## src/rtl/core/afd_sqrt_cell.sv

```systemverilog
// ----------------------------------------------------------------------------
// afd_sqrt_cell : one bit of a pipelined integer square root
// Brings down two radicand bits, tries the next root bit, keeps remainder.
// ----------------------------------------------------------------------------
module afd_sqrt_cell #(
    parameter int RAD_W = 32
) (
    input  logic                 aclk,
    input  logic                 adv,
    input  logic [RAD_W-1:0]     rad_in,
    input  logic [RAD_W/2+1:0]   rem_in,
    input  logic [RAD_W/2-1:0]   root_in,
    output logic [RAD_W-1:0]     rad_out,
    output logic [RAD_W/2+1:0]   rem_out,
    output logic [RAD_W/2-1:0]   root_out
);
    localparam int RW = RAD_W / 2;

    logic [RW+1:0]    cur;
    logic [RW+1:0]    trial;
    logic             take;
    logic [RAD_W-1:0] rad_reg;
    logic [RW+1:0]    rem_reg;
    logic [RW-1:0]    root_reg;

    assign cur   = {rem_in[RW-1:0], rad_in[RAD_W-1 -: 2]};
    assign trial = {root_in, 2'b01};
    assign take  = (cur >= trial);

    always_ff @(posedge aclk) begin
        if (adv) begin
            rad_reg  <= {rad_in[RAD_W-3:0], 2'b00};
            rem_reg  <= take ? (cur - trial) : cur;
            root_reg <= {root_in[RW-2:0], take};
        end
    end

    assign rad_out  = rad_reg;
    assign rem_out  = rem_reg;
    assign root_out = root_reg;
endmodule

```

## config.mk

```make
export PLATFORM = sky130hd
export DESIGN_NAME = afd_sqrt_cell
export DESIGN_NICKNAME = d
export VERILOG_FILES = /design/src/rtl/core/afd_sqrt_cell.sv
export SDC_FILE = /design/constraint.sdc
export NUM_CORES = 1
export LEC_CHECK = 0
export CAP_MARGIN = 20
export CORE_MARGIN = 3
export CORE_UTILIZATION = 56
export CTS_CLUSTER_SIZE = 16
export DETAILED_ROUTE_END_ITERATION = 6
export DONT_BUFFER_PORTS = 1
export PLACE_DENSITY_LB_ADDON = 0.05
export REMOVE_ABC_BUFFERS = 1
export SLEW_MARGIN = 20
export SYNTH_ARGS = -nofsm -noshare
export SYNTH_HDL_FRONTEND = slang
export SYNTH_SLANG_ARGS = --single-unit
```

## constraint.sdc

```tcl
create_clock -name aclk -period 9.48 [get_ports aclk]
set_clock_uncertainty 0.2 [all_clocks]
set_input_delay 2.844 -clock aclk [delete_from_list [all_inputs] [get_ports aclk]]
set_output_delay 2.844 -clock aclk [all_outputs]
set_load 0.03 [all_outputs]
```

==> run_results.csv <==
group,metric,value,unit
power_and_ir_drop,power_switching,0.234,mW
clock_network,clk_pin_slew,0.08,ns
clock_network,cts-buffers-inserted,9,
route,wl_per_cell,22.2,um
setup_path,crit_arrival,5.18,ns
sta,max_freq,189,MHz
route,via_count,2025,
layout,drive_above_1_share,11.8,%
power_and_ir_drop,irDropWorstVdd,0.0980,mV
synthesis,seq_area_frac_synth,59.7,%
route,first_iter_violations,143,
setup_path,crit_path_start_kind,"input port",
clock_network,cts_resized,0,
layout,design_area,3490,um2
setup_path,crit_required,9.36,ns
synthesis,synth_area,3220,um2
synthesis,synth_most_common_cell,"edfxtp_1",
global_routing,antenna_found_initial,0,
sta,drv_slew,0,
setup_path,cp_max_fo,12,
clock_network,hold_buffers,0,
sta,tns,0,ns
power_and_ir_drop,p_clk_share,36.3,%
route,dr.pass1.iters,5,
flow_run,cap_violations,0,
synthesis,synth_largest_area_cell,"edfxtp_1",
placement,placed_area,3250,um2
layout,utilization,65.5,%
placement,place_hpwl,5080,um
floorplan,initial_core_util,60.4,%
setup_path,worst-path-buf-inv,2,
sta,setup_viol,0,
power_and_ir_drop,power_frac_comb,11.9,%
setup_path,crit_type,"input port to flop",
synthesis,synth_area_per_cell,13.2,um2
power_and_ir_drop,intPower,0.566,mW
sta,tightestPinTransition,0.806,ns
sta,fin_crit_sh,55.9,%
synthesis,synth_ff_type,"edfxtp_1",
route,ant_nets,0,
clock_network,cts_root_buf,"clkbuf_8",
placement,post-place-cells,309,
route,drc,0,
synthesis,yosys_warnings,0,
layout,syn2layout_area_growth,8.39,%
power_and_ir_drop,pwr-share-seq,51.8,%
synthesis,yosys-top-cells-count,"64 x edfxtp_1, 18 x ha_1, 18 x inv_1",
sta,min_period,5.30,ns
setup_path,end_kind,"flop",
power_and_ir_drop,p_sw_share,29.2,%
setup_path,worstPathCellList,"inv_1 > ha_1 > nand3_1 > or3_1 > o41a_1 > o21ai_4 > nor2_4 > inv_4 > mux2_2",
route,routed_wl,7220,um
sta,hold_viol_final,0,
floorplan,coreArea,5340,um2
floorplan,die_y,81.9,um
run_status,status,"finished, final reports clean",
setup_path,slowest_stage,"o41a_1",
layout,diodes,0,
global_routing,track_usage,21.6,%
hold_path,hp-start,"rad_in[16]",
synthesis,ys_types,45,
synthesis,synth-edff-count,64,
global_routing,grt.overflow.total,0,
synthesis,syn_inst,244,
layout,final_cells,325,
route,vias_per_cell,6.23,
clock_network,cts_setup_buffers,0,
layout,layout.nets,336,
hold_path,hp-class,"input port to flop",
sta,whs,2.40,ns
hold_path,min_delay_worst_endpoint,"rad_out[18]",
setup_path,crit_family,"compound AO/OA/AOI/OAI gates",
hold_path,hold_path_depth,0,
placement,place.gp.congestion,0.839,
power_and_ir_drop,power.density,229,nW/um2
floorplan,die_w,81.9,um
floorplan,io-pin-count,134,
synthesis,synth_top_area_share,59.7,%
clock_network,cts_tree,"yes",
power_and_ir_drop,p_leak,1.35,nW
global_routing,grt_max_degree,65,
synthesis,synthArstFlopShare,0,%
global_routing,grt_pass1_wl,10500,um
sta,slew_headroom,45.7,%
floorplan,dieArea,6700,um2
setup_path,slowest_delay,0.50,ns
sta,rsz0062_at_grt,"false",
floorplan,rows,26,
clock_network,clk_path_buf_depth,2,
clock_network,clock_sinks,64,
synthesis,ys_top_cells_by_area,"edfxtp_1 60%, ha_1 7.0%, mux2_4 3.7%, a21oi_1 2.5%, o21a_1 2.3%",
clock_network,cts.htree.levels,3,
synthesis,synth.ff_latch_count,64,
placement,io_buffers,0,
global_routing,grt_pass1_vias,2018,
==> cell type report <==
| cell class | instances | area (um2) |
|---|---|---|
| Fill cell | 402 | 1840 |
| Tap cell | 70 | 87.6 |
| Inverter | 19 | 73.8 |
| Clock buffer | 9 | 124 |
| Sequential cell | 64 | 1920 |
| Multi-Input combinational cell | 156 | 1170 |
| Clock inverter | 7 | 119 |
==> registers in the layout (all words and copies together) (netlist names) <==
register / cells
rad_out: 30
root_out: 16
rem_out: 18
==> cell usage in the layout (no fill, tap or decap), types with 8 or more instances in the layout <==
cell,n
edfxtp_1,64
inv_1,18
ha_1,18
a21oi_1,16
nand2_1,13
o21ai_0,13
o21a_1,10
nor2_1,9
clkbuf_8,9
nand3_1,8
mux2_4,8
==> how the worst max path moves through the flow <==
stage                 end        start  depth (start not counted)
2_1_floorplan  rem_out[3]   root_in[9]                          9
3_3_place_gp   rem_out[4]  root_in[13]                          9
3_5_place_dp   rem_out[4]  root_in[13]                          9
4_1_cts        rem_out[4]  root_in[13]                          9
5_1_grt        rem_out[4]  root_in[13]                          9
6_report       rem_out[4]  root_in[13]                          9
==> power groups by stage <==
stage / clock network [mW] / logic (mW) / registers (mW)
3_3_place_gp: 0 / 0.0921 / 0.419
6_report: 0.290 / 0.0955 / 0.414
5_1_grt: 0.309 / 0.106 / 0.417
2_1_floorplan: 0 / 0.0778 / 0.415
4_1_cts: 0.295 / 0.0948 / 0.415
3_5_place_dp: 0 / 0.0941 / 0.421
==> through the flow <==
| stage | power [mW] | setup slack (ns) |
|---|---|---|
| global placement | 0.512 | 3.85 |
| finish | 0.800 | 4.18 |
| floorplan | 0.493 | 4.10 |
| CTS | 0.805 | 4.20 |
| detailed placement | 0.515 | 3.84 |
| global route | 0.832 | 4.08 |
==> layer usage <==
metal,track usage (%),share of wire [%]
met1,23.6,38
met2,36.3,50
met3,10.1,11
met4,8.64,1.2
met5,0,0
==> kinds of logic after synthesis <==
kind of cell | Yosys count | synth area share [%]
AO/OA/AOI/OAI | 66 | 13.8
XOR/XNOR | 13 | 3.53
adder cells (fa/ha/maj) | 18 | 6.99
buffers and inverters | 25 | 4.31
flip-flops | 64 | 59.7
multiplexers | 10 | 4.43
other | 1 | 0.116
AND/OR/NAND/NOR | 47 | 7.15
(Power assumes the default switching activity.)
